==> config.mk <==
export PLATFORM = sky130hd
export DESIGN_NAME = midpoint_ellipse_rasterizer
export DESIGN_NICKNAME = d
export VERILOG_FILES = /design/src/rtl/mer_pkg.sv /design/src/rtl/mer_ctrl.sv /design/src/rtl/mer_datapath.sv /design/src/rtl/midpoint_ellipse_rasterizer.sv
export SDC_FILE = /design/constraint.sdc
export NUM_CORES = 2
export LEC_CHECK = 0
export BUFFER_PORTS_ARGS = -buffer_cell sky130_fd_sc_hd__buf_2
export CAP_MARGIN = 20
export CORE_UTILIZATION = 60
export DETAILED_ROUTE_END_ITERATION = 10
export GPL_TIMING_DRIVEN = 0
export MAX_ROUTING_LAYER = met4
export PLACE_DENSITY = 0.82
export RECOVER_POWER = 100
export SLEW_MARGIN = 20
export SYNTH_ARGS = -nofsm -noshare
export SYNTH_HDL_FRONTEND = slang
export SYNTH_SLANG_ARGS = --single-unit
==> constraint.sdc <==
create_clock -name clk -period 10 [get_ports clk]
set_input_delay 0 -clock clk [delete_from_list [all_inputs] [get_ports clk]]
set_output_delay 0 -clock clk [all_outputs]
set_load 0.02 [all_outputs]
==> src/rtl/mer_pkg.sv <==
// Shared types and constants of the midpoint ellipse rasterizer.
`timescale 1ns / 1ps

package mer_pkg;

    // Fixed widths of the stream fields
    localparam int AXIS_FIELD_W = 10;
    localparam int COORD_W      = 11;
    localparam int S_TDATA_W    = 24;
    localparam int M_TDATA_W    = 24;

    // Input command codes
    localparam logic CMD_START = 1'b0;
    localparam logic CMD_STEP  = 1'b1;

    // Position on the curve
    typedef enum logic [1:0] {
        PH_IDLE,
        PH_REG1,
        PH_REG2,
        PH_DONE
    } phase_t;

    // Controller sequence states
    typedef enum logic [3:0] {
        ST_WAIT,
        ST_SQ_A,
        ST_SQ_B,
        ST_MUL_BA,
        ST_INIT,
        ST_STEP,
        ST_UPD,
        ST_LOOK,
        ST_MUL_XX,
        ST_MUL_BS,
        ST_MUL_YY,
        ST_MUL_AY,
        ST_MUL_AB,
        ST_R2_INIT,
        ST_EMIT
    } ctrl_state_t;

    // Datapath operations
    typedef enum logic [3:0] {
        OP_NONE,
        OP_LOAD,
        OP_SQ_A,
        OP_SQ_B,
        OP_MUL_BA,
        OP_INIT,
        OP_STEP,
        OP_UPD,
        OP_FINISH,
        OP_MUL_XX,
        OP_MUL_BS,
        OP_MUL_YY,
        OP_MUL_AY,
        OP_MUL_AB,
        OP_R2_INIT,
        OP_EMIT
    } dp_op_t;

    // Command from controller to datapath
    typedef struct packed {
        dp_op_t     op;
        logic [1:0] emit_idx;
    } dp_cmd_t;

    // Status from datapath to controller
    typedef struct packed {
        phase_t phase;
        logic   r1_exit;
        logic   r2_end;
        logic   out_free;
    } dp_status_t;

endpackage

==> src/rtl/mer_ctrl.sv <==
// Sequencing state machine of the midpoint ellipse rasterizer.
`timescale 1ns / 1ps

module mer_ctrl (
    input  logic                clk,
    input  logic                rst_n,
    input  logic                in_valid,
    output logic                in_ready,
    input  logic                in_command,
    input  mer_pkg::dp_status_t status,
    output mer_pkg::dp_cmd_t    cmd
);
    import mer_pkg::*;

    ctrl_state_t state_reg;
    ctrl_state_t state_next;
    logic [1:0]  emit_cnt_reg;
    logic [1:0]  emit_cnt_next;

    // State and emit counter registers
    always_ff @(posedge clk or negedge rst_n)
    begin
        if (!rst_n)
        begin
            state_reg    <= ST_WAIT;
            emit_cnt_reg <= 2'd0;
        end
        else
        begin
            state_reg    <= state_next;
            emit_cnt_reg <= emit_cnt_next;
        end
    end

    // Next state
    always_comb
    begin
        state_next    = state_reg;
        emit_cnt_next = emit_cnt_reg;
        case (state_reg)
            ST_WAIT:
            begin
                if (in_valid)
                begin
                    if (in_command == CMD_START)
                    begin
                        state_next = ST_SQ_A;
                    end
                    else if (status.phase == PH_REG1 || status.phase == PH_REG2)
                    begin
                        state_next = ST_STEP;
                    end
                end
            end
            ST_SQ_A:    state_next = ST_SQ_B;
            ST_SQ_B:    state_next = ST_MUL_BA;
            ST_MUL_BA:  state_next = ST_INIT;
            ST_INIT:    state_next = ST_LOOK;
            ST_STEP:    state_next = ST_UPD;
            ST_UPD:     state_next = ST_LOOK;
            ST_LOOK:
            begin
                if (status.r1_exit)
                begin
                    state_next = ST_MUL_XX;
                end
                else
                begin
                    state_next = ST_EMIT;
                end
            end
            ST_MUL_XX:  state_next = ST_MUL_BS;
            ST_MUL_BS:  state_next = ST_MUL_YY;
            ST_MUL_YY:  state_next = ST_MUL_AY;
            ST_MUL_AY:  state_next = ST_MUL_AB;
            ST_MUL_AB:  state_next = ST_R2_INIT;
            ST_R2_INIT: state_next = ST_LOOK;
            ST_EMIT:
            begin
                // One mirrored point leaves each time the output slot is free
                if (status.out_free)
                begin
                    emit_cnt_next = emit_cnt_reg + 2'd1;
                    if (emit_cnt_reg == 2'd3)
                    begin
                        state_next = ST_WAIT;
                    end
                end
            end
            default:    state_next = ST_WAIT;
        endcase
    end

    // Outputs
    always_comb
    begin
        in_ready     = (state_reg == ST_WAIT);
        cmd.op       = OP_NONE;
        cmd.emit_idx = emit_cnt_reg;
        case (state_reg)
            ST_WAIT:
            begin
                if (in_valid && in_command == CMD_START)
                begin
                    cmd.op = OP_LOAD;
                end
            end
            ST_SQ_A:    cmd.op = OP_SQ_A;
            ST_SQ_B:    cmd.op = OP_SQ_B;
            ST_MUL_BA:  cmd.op = OP_MUL_BA;
            ST_INIT:    cmd.op = OP_INIT;
            ST_STEP:    cmd.op = OP_STEP;
            ST_UPD:     cmd.op = OP_UPD;
            ST_LOOK:
            begin
                if (!status.r1_exit && status.r2_end)
                begin
                    cmd.op = OP_FINISH;
                end
            end
            ST_MUL_XX:  cmd.op = OP_MUL_XX;
            ST_MUL_BS:  cmd.op = OP_MUL_BS;
            ST_MUL_YY:  cmd.op = OP_MUL_YY;
            ST_MUL_AY:  cmd.op = OP_MUL_AY;
            ST_MUL_AB:  cmd.op = OP_MUL_AB;
            ST_R2_INIT: cmd.op = OP_R2_INIT;
            ST_EMIT:
            begin
                if (status.out_free)
                begin
                    cmd.op = OP_EMIT;
                end
            end
            default:    cmd.op = OP_NONE;
        endcase
    end

endmodule

==> src/rtl/mer_datapath.sv <==
// Datapath of the midpoint ellipse rasterizer: decision terms, shared multiplier, output register.
`timescale 1ns / 1ps

module mer_datapath #(
    parameter int AXIS_BITS = 10
) (
    input  logic                                clk,
    input  logic                                rst_n,
    input  logic [mer_pkg::AXIS_FIELD_W-1:0]    semi_axis_x,
    input  logic [mer_pkg::AXIS_FIELD_W-1:0]    semi_axis_y,
    input  mer_pkg::dp_cmd_t                    cmd,
    output mer_pkg::dp_status_t                 status,
    input  logic                                out_ready,
    output logic                                out_valid,
    output logic signed [mer_pkg::COORD_W-1:0]  point_x,
    output logic signed [mer_pkg::COORD_W-1:0]  point_y,
    output logic                                last_of_step,
    output logic                                curve_done
);
    import mer_pkg::*;

    localparam int N     = AXIS_BITS;
    localparam int SQ_W  = 2 * N;
    localparam int MW    = 2 * N;
    localparam int PW    = 4 * N;
    localparam int ACC_W = 4 * N + 1;
    localparam int DW    = 4 * N + 4;
    localparam int EW    = DW + 3;

    // Control registers
    phase_t phase_reg;
    phase_t phase_next;
    logic   out_valid_reg;
    logic   out_valid_next;

    // Algorithm registers
    logic [N-1:0]          a_reg, a_next;
    logic [N-1:0]          b_reg, b_next;
    logic [N-1:0]          x_reg, x_next;
    logic [N-1:0]          y_reg, y_next;
    logic [SQ_W-1:0]       a_sq_reg, a_sq_next;
    logic [SQ_W-1:0]       b_sq_reg, b_sq_next;
    logic signed [DW-1:0]  d_reg, d_next;
    logic signed [DW-1:0]  dx_reg, dx_next;
    logic signed [DW-1:0]  dy_reg, dy_next;
    logic [PW-1:0]         prod_reg, prod_next;
    logic [ACC_W-1:0]      acc_reg, acc_next;
    logic                  flag_reg, flag_next;

    // Output registers
    logic signed [COORD_W-1:0] px_reg, px_next;
    logic signed [COORD_W-1:0] py_reg, py_next;
    logic                      last_reg, last_next;
    logic                      done_reg, done_next;

    // Combinational helpers
    logic [MW-1:0]         mul_l;
    logic [MW-1:0]         mul_r;
    logic [PW-1:0]         mul_p;
    logic [N-1:0]          y_m1;
    logic signed [DW-1:0]  a_sq_w;
    logic signed [DW-1:0]  b_sq_w;
    logic signed [DW-1:0]  prod_w;
    logic signed [EW-1:0]  r2_t;
    logic signed [EW-1:0]  r2_v;
    logic signed [EW-1:0]  r2_mag;
    logic signed [EW-1:0]  r2_q;
    logic [COORD_W-1:0]    x_c;
    logic [COORD_W-1:0]    y_c;

    assign a_sq_w = DW'(a_sq_reg);
    assign b_sq_w = DW'(b_sq_reg);
    assign prod_w = DW'(prod_reg);
    assign x_c    = COORD_W'(x_reg);
    assign y_c    = COORD_W'(y_reg);

    // Magnitude of y-1; its square equals (y-1)^2 also when y is zero
    assign y_m1 = (y_reg == '0) ? N'(1) : y_reg - N'(1);

    // Region-2 start value, divided by four with truncation toward zero
    assign r2_t   = $signed(EW'(acc_reg)) - $signed(EW'(prod_reg));
    assign r2_v   = (r2_t <<< 2) + $signed(EW'(b_sq_reg));
    assign r2_mag = r2_v[EW-1] ? -r2_v : r2_v;
    assign r2_q   = r2_v[EW-1] ? -(r2_mag >>> 2) : (r2_mag >>> 2);

    // Shared multiplier operand selection
    always_comb
    begin
        mul_l = '0;
        mul_r = '0;
        case (cmd.op)
            OP_SQ_A:
            begin
                mul_l = MW'(a_reg);
                mul_r = MW'(a_reg);
            end
            OP_SQ_B:
            begin
                mul_l = MW'(b_reg);
                mul_r = MW'(b_reg);
            end
            OP_MUL_BA:
            begin
                mul_l = MW'(b_reg);
                mul_r = MW'(a_sq_reg);
            end
            OP_MUL_XX:
            begin
                mul_l = MW'(x_reg);
                mul_r = MW'(x_reg);
            end
            OP_MUL_BS:
            begin
                mul_l = MW'(b_sq_reg);
                mul_r = prod_reg[MW-1:0] + MW'(x_reg);
            end
            OP_MUL_YY:
            begin
                mul_l = MW'(y_m1);
                mul_r = MW'(y_m1);
            end
            OP_MUL_AY:
            begin
                mul_l = MW'(a_sq_reg);
                mul_r = prod_reg[MW-1:0];
            end
            OP_MUL_AB:
            begin
                mul_l = MW'(a_sq_reg);
                mul_r = MW'(b_sq_reg);
            end
            default:
            begin
                mul_l = '0;
                mul_r = '0;
            end
        endcase
    end

    assign mul_p = mul_l * mul_r;

    // Next values of all datapath registers
    always_comb
    begin
        phase_next     = phase_reg;
        out_valid_next = out_valid_reg && !out_ready;
        a_next         = a_reg;
        b_next         = b_reg;
        x_next         = x_reg;
        y_next         = y_reg;
        a_sq_next      = a_sq_reg;
        b_sq_next      = b_sq_reg;
        d_next         = d_reg;
        dx_next        = dx_reg;
        dy_next        = dy_reg;
        prod_next      = prod_reg;
        acc_next       = acc_reg;
        flag_next      = flag_reg;
        px_next        = px_reg;
        py_next        = py_reg;
        last_next      = last_reg;
        done_next      = done_reg;
        case (cmd.op)
            OP_LOAD:
            begin
                a_next     = N'(semi_axis_x);
                b_next     = N'(semi_axis_y);
                x_next     = '0;
                y_next     = N'(semi_axis_y);
                dx_next    = '0;
                phase_next = PH_REG1;
            end
            OP_SQ_A:   a_sq_next = mul_p[SQ_W-1:0];
            OP_SQ_B:   b_sq_next = mul_p[SQ_W-1:0];
            OP_MUL_BA: prod_next = mul_p;
            OP_INIT:
            begin
                d_next  = b_sq_w - prod_w + (a_sq_w >>> 2);
                dy_next = prod_w <<< 1;
            end
            OP_STEP:
            begin
                if (phase_reg == PH_REG1)
                begin
                    // Region 1: x always moves; y moves when the midpoint is outside
                    flag_next = d_reg[DW-1];
                    x_next    = x_reg + N'(1);
                    dx_next   = dx_reg + (b_sq_w <<< 1);
                    if (!d_reg[DW-1])
                    begin
                        if (y_reg != '0)
                        begin
                            y_next = y_reg - N'(1);
                        end
                        dy_next = dy_reg - (a_sq_w <<< 1);
                    end
                end
                else if (phase_reg == PH_REG2)
                begin
                    // Region 2: y always moves; x moves when the midpoint is inside
                    flag_next = !d_reg[DW-1] && (d_reg != '0);
                    y_next    = y_reg - N'(1);
                    dy_next   = dy_reg - (a_sq_w <<< 1);
                    if (d_reg[DW-1] || d_reg == '0)
                    begin
                        x_next  = x_reg + N'(1);
                        dx_next = dx_reg + (b_sq_w <<< 1);
                    end
                end
            end
            OP_UPD:
            begin
                if (phase_reg == PH_REG1)
                begin
                    d_next = d_reg + b_sq_w + dx_reg - (flag_reg ? '0 : dy_reg);
                end
                else if (phase_reg == PH_REG2)
                begin
                    d_next = d_reg + a_sq_w - dy_reg + (flag_reg ? '0 : dx_reg);
                end
            end
            OP_FINISH: phase_next = PH_DONE;
            OP_MUL_XX: prod_next = mul_p;
            OP_MUL_BS: prod_next = mul_p;
            OP_MUL_YY:
            begin
                acc_next  = ACC_W'(prod_reg);
                prod_next = mul_p;
            end
            OP_MUL_AY: prod_next = mul_p;
            OP_MUL_AB:
            begin
                acc_next  = acc_reg + ACC_W'(prod_reg);
                prod_next = mul_p;
            end
            OP_R2_INIT:
            begin
                d_next     = r2_q[DW-1:0];
                phase_next = PH_REG2;
            end
            OP_EMIT:
            begin
                // Mirror order: (x,y), (-x,y), (x,-y), (-x,-y)
                out_valid_next = 1'b1;
                px_next        = cmd.emit_idx[0] ? -x_c : x_c;
                py_next        = cmd.emit_idx[1] ? -y_c : y_c;
                last_next      = (cmd.emit_idx == 2'd3);
                done_next      = (cmd.emit_idx == 2'd3) && (phase_reg == PH_DONE);
            end
            default:
            begin
                phase_next = phase_reg;
            end
        endcase
    end

    // Control registers with reset
    always_ff @(posedge clk or negedge rst_n)
    begin
        if (!rst_n)
        begin
            phase_reg     <= PH_IDLE;
            out_valid_reg <= 1'b0;
        end
        else
        begin
            phase_reg     <= phase_next;
            out_valid_reg <= out_valid_next;
        end
    end

    // Payload registers
    always_ff @(posedge clk)
    begin
        a_reg    <= a_next;
        b_reg    <= b_next;
        x_reg    <= x_next;
        y_reg    <= y_next;
        a_sq_reg <= a_sq_next;
        b_sq_reg <= b_sq_next;
        d_reg    <= d_next;
        dx_reg   <= dx_next;
        dy_reg   <= dy_next;
        prod_reg <= prod_next;
        acc_reg  <= acc_next;
        flag_reg <= flag_next;
        px_reg   <= px_next;
        py_reg   <= py_next;
        last_reg <= last_next;
        done_reg <= done_next;
    end

    // Status towards the controller
    assign status.phase    = phase_reg;
    assign status.r1_exit  = (phase_reg == PH_REG1) && !(dx_reg < dy_reg);
    assign status.r2_end   = (phase_reg == PH_REG2) && (y_reg == '0);
    assign status.out_free = !out_valid_reg || out_ready;

    assign out_valid    = out_valid_reg;
    assign point_x      = px_reg;
    assign point_y      = py_reg;
    assign last_of_step = last_reg;
    assign curve_done   = done_reg;

endmodule

==> src/rtl/midpoint_ellipse_rasterizer.sv <==
// Top level of the midpoint ellipse rasterizer.
`timescale 1ns / 1ps

// Origin-centred midpoint ellipse generator.
// The input stream carries one item per command: tuser holds the command
// (start or step), tdata holds the semi-axes a and b used by a start.
// A start sets up the decision terms and gives the four mirrored points of
// (0,b); each step advances one point of the first-quadrant arc and gives
// its four mirrors. A step while idle or after the curve is finished is
// taken and gives nothing.
// The output stream carries one point per item: tlast marks the fourth
// point of a step, tuser marks the last point of the whole curve.
// A step moves the point by the decision, updates the decision term, looks
// ahead and then gives its four output points; the step that leaves region 1
// adds five passes through the shared multiplier that set up the region-2
// decision term. A start squares the semi-axes and forms b times a squared in
// three multiplier passes, sets up the decision terms, looks ahead and emits.
// When the receiver stalls, the output register holds its point and the
// sequencer waits; input is taken once the fourth point is in the register.
// Reset returns the block to idle with no output pending.
module midpoint_ellipse_rasterizer #(
    parameter int AXIS_BITS = 10
) (
    input  logic                            clk,
    input  logic                            rst_n,
    input  logic                            s_axis_tvalid,
    output logic                            s_axis_tready,
    input  logic [mer_pkg::S_TDATA_W-1:0]   s_axis_tdata,   // semi_axis_x, semi_axis_y, zero pad
    input  logic                            s_axis_tuser,   // command
    output logic                            m_axis_tvalid,
    input  logic                            m_axis_tready,
    output logic [mer_pkg::M_TDATA_W-1:0]   m_axis_tdata,   // point_x, point_y, zero pad
    output logic                            m_axis_tlast,
    output logic                            m_axis_tuser    // curve_done
);
    import mer_pkg::*;

    dp_cmd_t                   cmd;
    dp_status_t                status;
    logic signed [COORD_W-1:0] point_x;
    logic signed [COORD_W-1:0] point_y;

    // Sequencer
    mer_ctrl u_ctrl (
        .clk        (clk),
        .rst_n      (rst_n),
        .in_valid   (s_axis_tvalid),
        .in_ready   (s_axis_tready),
        .in_command (s_axis_tuser),
        .status     (status),
        .cmd        (cmd)
    );

    // Arithmetic and output register
    mer_datapath #(
        .AXIS_BITS (AXIS_BITS)
    ) u_datapath (
        .clk          (clk),
        .rst_n        (rst_n),
        .semi_axis_x  (s_axis_tdata[AXIS_FIELD_W-1:0]),
        .semi_axis_y  (s_axis_tdata[2*AXIS_FIELD_W-1:AXIS_FIELD_W]),
        .cmd          (cmd),
        .status       (status),
        .out_ready    (m_axis_tready),
        .out_valid    (m_axis_tvalid),
        .point_x      (point_x),
        .point_y      (point_y),
        .last_of_step (m_axis_tlast),
        .curve_done   (m_axis_tuser)
    );

    // Output packing, first field in the lowest bits
    assign m_axis_tdata = {{(M_TDATA_W - 2 * COORD_W){1'b0}}, point_y, point_x};

endmodule

Word level (Yosys, flattened, before mapping):

Index checks and enable logic that the tools add are counted.

* register bits: 327
* logic and storage cells: 170
* input bits: 29

* bitwise operators: 1
* order comparisons: 1
* reductions and logical operators: 37
* muxes and demuxes: 45
* equal/unequal tests: 42
* multiply operators: 1
* add/sub/neg operators: 21

Operators with widths (count)
* 2-to-1 mux 44 bit: 11
* case mux 44 bit (2 select lines): 2
* case mux 20 bit (8 select lines): 1
* case mux 44 bit (3 select lines): 1
* case mux 20 bit (6 select lines): 1
* 2-to-1 mux 10 bit: 10
* adder 44 x 20 -> 44 bit: 2
* adder 44 bit: 2
* subtractor 44 bit: 2
* case mux 41 bit (2 select lines): 1
* equality test 4 bit (second input constant): 15
* case mux 4 bit (15 select lines): 1
* case mux 4 bit (13 select lines): 1
* 2-to-1 mux 46 bit: 1
* negator 46 bit: 1
* adder 44 x 21 -> 45 bit: 1
* adder 44 x 19 -> 44 bit: 1
* adder 44 x 22 -> 44 bit: 1
* logical NOT 44 bit: 1
* < comparator 44 bit: 1
* negator 44 bit: 1
* nonzero test 44 bit: 1
* subtractor 44 x 22 -> 44 bit: 1
* subtractor 41 x 40 -> 42 bit: 1
* other kinds (37): 87

Longest topological paths before layout:

* depth in word-level cells: 11
* gate-level depth with buffers: 47
* gate-level depth less buffers: 46

Hierarchy:

A second synthesis with hierarchy kept.

* cells, all modules: 5971
* area, all modules: 50505.9 um^2

Modules (own cells, without submodules)
* mer_datapath: area an instance 49998.0 um^2, times used 1, cells an instance 5911
* mer_ctrl: area an instance 489.2 um^2, times used 1, cells an instance 57
* midpoint_ellipse_rasterizer: area an instance 18.8 um^2, times used 1, cells an instance 3

Least setup slack after synthesis:

No wires, ideal clock.

* kind: reg-to-reg
* start point: register u_datapath.prod_reg[0]
* end point: register u_datapath.prod_reg[38], data pin
* slack: 127 ps
* required time: 9742 ps
* library setup time: 258 ps
* arrival time: 9615 ps
* stages on the path, launching flop included: 45
* cells stage by stage: edfxtp_1 > ha_1 > fa_1 > a21oi_1 > nor2_1 > nor2_1 > o21bai_1 > a21oi_1 > o21bai_1 > a21oi_1 > nor2b_1 > o21ai_0 > nand2b_1 > nor2b_1 > xnor2_1 > o21a_1 > clkbuf_1 > nor2_1 > (+9 left out) > fa_1 > inv_1 > ha_1 > or2_2 > nand2b_1 > o21ai_0 > inv_1 > o311ai_0 > a41o_1 > o221ai_1 > o21ai_0 > o21ai_0 > nor4_1 > nor4_1 > a311o_1 > a21bo_2 > a21oi_1 > xnor2_1

* cells in the longest elaborated chain, start to end: 3

Ends and longest elaborated chain
* from (decl): line mer_datapath.sv:46 `logic [PW-1:0] prod_reg, prod_next;`
* from (signal assigned): line mer_datapath.sv:284 `prod_reg <= prod_next;`
* adder 20 x 10 -> 20 bit: line mer_datapath.sv:115 `mul_r = prod_reg[MW-1:0] + MW'(x_reg);`
* case mux 20 bit (8 select lines) *: line mer_datapath.sv:91 `case (cmd.op)`
* multiplier 20 x 20 -> 40 bit *: line mer_datapath.sv:140 `assign mul_p = mul_l * mul_r;`
* named net u_datapath.mul_p[38]: line mer_datapath.sv:59 `logic [PW-1:0] mul_p;`

The timed path passes the listed nets; every way through them passes the cells marked *.
A chain may end at the register's enable or synchronous reset.

Final worst setup path:

* start point: register u_datapath.x_reg[1]
* end point: register u_datapath.prod_reg[38], data pin

* cells in the longest elaborated chain, start to end: 3
* elaborated cells between the ends (all ways): 4
* classes of those cells: 1 x add/sub; 1 x mul; 2 x mux

Ends and longest elaborated chain
* from (decl): line mer_datapath.sv:39 `logic [N-1:0] x_reg, x_next;`
* from (signal assigned): line mer_datapath.sv:277 `x_reg <= x_next;`
* adder 20 x 10 -> 20 bit: line mer_datapath.sv:115
* case mux 20 bit (8 select lines): line mer_datapath.sv:91
* multiplier 20 x 20 -> 40 bit *: line mer_datapath.sv:140
* named net u_datapath.mul_p[38]: line mer_datapath.sv:59

Marks and branches as above.

==> flow_summary_export.csv <==
group,metric,value,unit
status,status,"finished, violations left",
status,violations,"setup timing",
grt,grt_pass1_vias,44779,
routing,vias,45824,
sta,setup_tns,-229,ps
routing,via_per_inst,6.38,
sta,rsz0062_at_grt,"yes",
layout,final_common_cell,"inv_1",
grt,grt_pass1_wl,272000,um
placed_design,gp_congestion,1.03,
routing,route.detailed.drc,0,
logic_synthesis,synth_seq_cells,325,
layout,utilization,66.6,%
worst_setup_path,reg2reg_to,"u_datapath.prod_reg[38]$_DFFE_PP_",
floorplan,ioPinCount,57,
grt,overflow,0,
placed_design,placedCellCount,7023,
routing,drt-pass1-iter-count,7,
layout,nNetsFinal,7073,
cts,clkLatencyLatePin,620,ps
worst_setup_path,rrSetupSlack,-110,ps
logic_synthesis,synth_edf_count,316,
floorplan,rows,105,
logic_synthesis,syn_area,49900,um^2
logic_synthesis,ys.flop_type,"edfxtp_1",
routing,antenna_left,0,
worst_setup_path,cp-endpoint,"u_datapath.prod_reg[38]$_DFFE_PP_",
logic_synthesis,synth_top_cell_area_share,19.0,%
logic_synthesis,yosysWarnings,0,
logic_synthesis,synth_largest_area_cell,"edfxtp_1",
cts,clkSinkCount,325,
sta,skew,47.9,ps
worst_setup_path,cp.arrival,10440,ps
job,max_cap_violations,0,
logic_synthesis,synth.distinct_cells,108,
cts,cts_tree,"built",
worst_setup_path,reg2reg_from,"u_datapath.x_reg[1]$_SDFFCE_PP0P_",
logic_synthesis,synthCells,5886,
worst_setup_path,critPathMaxFanout,5,
cts,cts.path.max_buffers,3,
layout,filler_cell_count,6795,
sta,fmax,98.9,MHz
sta,slew_headroom,25.1,%
floorplan,start_util,60.7,%
worst_setup_path,reg2reg_depth,38,
logic_synthesis,yosysSeqAreaShare,19.4,%
routing,wl,183000,um
routing,first_iter_violations,4751,
sta,worstMarginPinSlew,1120,ps
logic_synthesis,avgSynthCellArea,8.49,um^2
layout,fin_cells,7182,
layout,area_growth,9.66,%
sta,period_needed,10110,ps
cts,cts_htree_levels,2,
floorplan,die_w,291,um
worst_setup_path,cp_common_cell,"fa_1",
cts,path_clk_slew,60,ps
sta,slew_violations,0,
logic_synthesis,synth-async-reset-ratio,2.77,%
floorplan,core,82200,um^2
grt,grt_max_degree,42,
sta,postLayoutSetupSlackWorst,-109,ps
sta,fin_crit_sh,101,%
worst_setup_path,crit_slowest_cell,"or4b_4",
floorplan,die_h,291,um
worst_setup_path,critical_path_required,10330,ps
worst_setup_path,crit_path_max_incr_delay,550,ps
worst_setup_path,start_kind,"register",
layout,mostFrequentLayoutCells,"inv_1, nand2_1, nor2_1",
worst_setup_path,crit_start,"u_datapath.x_reg[1]$_SDFFCE_PP0P_",
grt,grt_usage,44.2,%
logic_synthesis,synth.area.top_cells,"edfxtp_1, fa_1, ha_1",
sta,setup_viol,5,
placed_design,hpwl,147000,um
worst_setup_path,path_class,"register to register",
routing,routedWlPerCell,25.5,um
placed_design,io_buffer_count,50,
layout,drive_above_1_share,6.91,%
floorplan,dieArea,84400,um^2
grt,antenna_found_initial,3,
sta,hold_viol_final,0,
layout,largest_reg_flops,44,
cts,cts_root_buf,"clkbuf_16",
worst_setup_path,end_kind,"register",
cts,cts-buffers-inserted,42,
min_path,hp-class,"input pin to register",
## critical path: cells and delay by family (launching register included)
family                     cells  cell delay [ps]
buffers and inverters          4              380
and+or+nand+nor                5             1220
xor gates and xnor gates       2              250
DFF                            1              540
AOI/OAI and AO/OA             18             3100
adders and majority gates      9             4280
## per-layer routing
layer  track usage (%)  part of all wire (%)
met1              53.6                    38
met2              66.7                    44
met3              8.29                    10
met4              30.5                   8.6
met5                 -                     0
## worst min-delay path by stage
stage / start / end / slack [ps] / cells after the start
floorplan: rst_n / u_ctrl.emit_cnt_reg[0]$_DFFE_PN0P_ / -300 / 0
global placement: rst_n / u_datapath.out_valid$_DFF_PN0_ / -100 / 1
detailed placement: rst_n / u_datapath.out_valid$_DFF_PN0_ / -100 / 1
CTS: s_axis_tdata[9] / u_datapath.a_reg[9]$_DFFE_PP_ / 80 / 2
global route: s_axis_tdata[9] / u_datapath.a_reg[9]$_DFFE_PP_ / 110 / 2
finish: s_axis_tdata[9] / u_datapath.a_reg[9]$_DFFE_PP_ / 110 / 2
## Yosys cell counts (10+ instances only)
| library cell | n |
|---|---|
| inv_1 | 869 |
| nand2_1 | 594 |
| nor2_1 | 546 |
| ha_1 | 520 |
| fa_1 | 450 |
| xnor2_1 | 323 |
| edfxtp_1 | 316 |
| o21ai_0 | 282 |
| a21oi_1 | 272 |
| clkbuf_1 | 180 |
| nor3_1 | 121 |
| nand3_1 | 120 |
| a21o_1 | 103 |
| nand2b_1 | 102 |
| xor2_1 | 95 |
| and2_1 | 58 |
| nor4_1 | 55 |
| o21a_1 | 53 |
| or3_1 | 52 |
| nand4_1 | 51 |
| and3_1 | 47 |
| nor2b_1 | 47 |
| a211oi_1 | 44 |
| a22oi_1 | 40 |
| o211ai_1 | 39 |
| o21bai_1 | 37 |
| a31oi_1 | 36 |
| o31ai_1 | 32 |
| o221ai_1 | 24 |
| a21boi_0 | 22 |
| a222oi_1 | 22 |
| or2_2 | 18 |
| mux2i_1 | 17 |
| nor3b_1 | 16 |
| o22ai_1 | 16 |
| a22o_1 | 14 |
| o2111ai_1 | 13 |
| a211o_1 | 12 |
| nor4b_1 | 12 |
| a2111oi_0 | 11 |
| buf_2 | 10 |
## final cells by class
cell class | count | area, um^2 | area share (%)
Antenna cell | 5 | 12.5 | 0.0228
Buffer | 189 | 868 | 1.59
Clock buffer | 50 | 1100 | 2.01
Clock inverter | 27 | 358 | 0.653
Inverter | 871 | 3270 | 5.97
Multi-Input combinational cell | 4488 | 36900 | 67.3
Sequential cell | 325 | 9710 | 17.7
Tap cell | 1070 | 1340 | 2.44
Timing Repair Buffer | 157 | 1240 | 2.26
## cell families (layout without fill, tap and decap cells)
kind of cell | after synthesis | count (layout) | share of synthesized area [%]
buffers and inverters | 1074 | 1294 | 8.14
muxes | 21 | 21 | 0.431
other | 1 | 7 | 0.00751
DFF | 325 | 325 | 19.4
and+or+nand+nor | 1895 | 1895 | 18.0
AOI/OAI and AO/OA | 1180 | 1180 | 15.6
xor gates and xnor gates | 419 | 419 | 7.36
adders and majority gates | 971 | 971 | 31.1
## timing repair
action / in CTS / in global routing
setup buffers: 49 / 17
pin swaps: 30 / 67
setup endpoints to repair: 27 / 34
gates resized for setup: 122 / 103
hold buffers: 26 / 0
hold endpoints to repair: 42 / 0
## stage by stage
| stage | instance area [um^2] | worst slack, ps | hold slack, ps |
|---|---|---|---|
| 2_1_floorplan | 50000 | 127 | -296 |
| 3_3_place_gp | 51500 | -1910 | -103 |
| 3_5_place_dp | 51800 | -2080 | -103 |
| 4_1_cts | 54300 | -116 | 82.1 |
| 5_1_grt | 54800 | -392 | 105 |
| 6_report | 54800 | -109 | 107 |
Power is not shown: default switching activity piles up to over one toggle a cycle in this logic, so the estimate is an artifact.
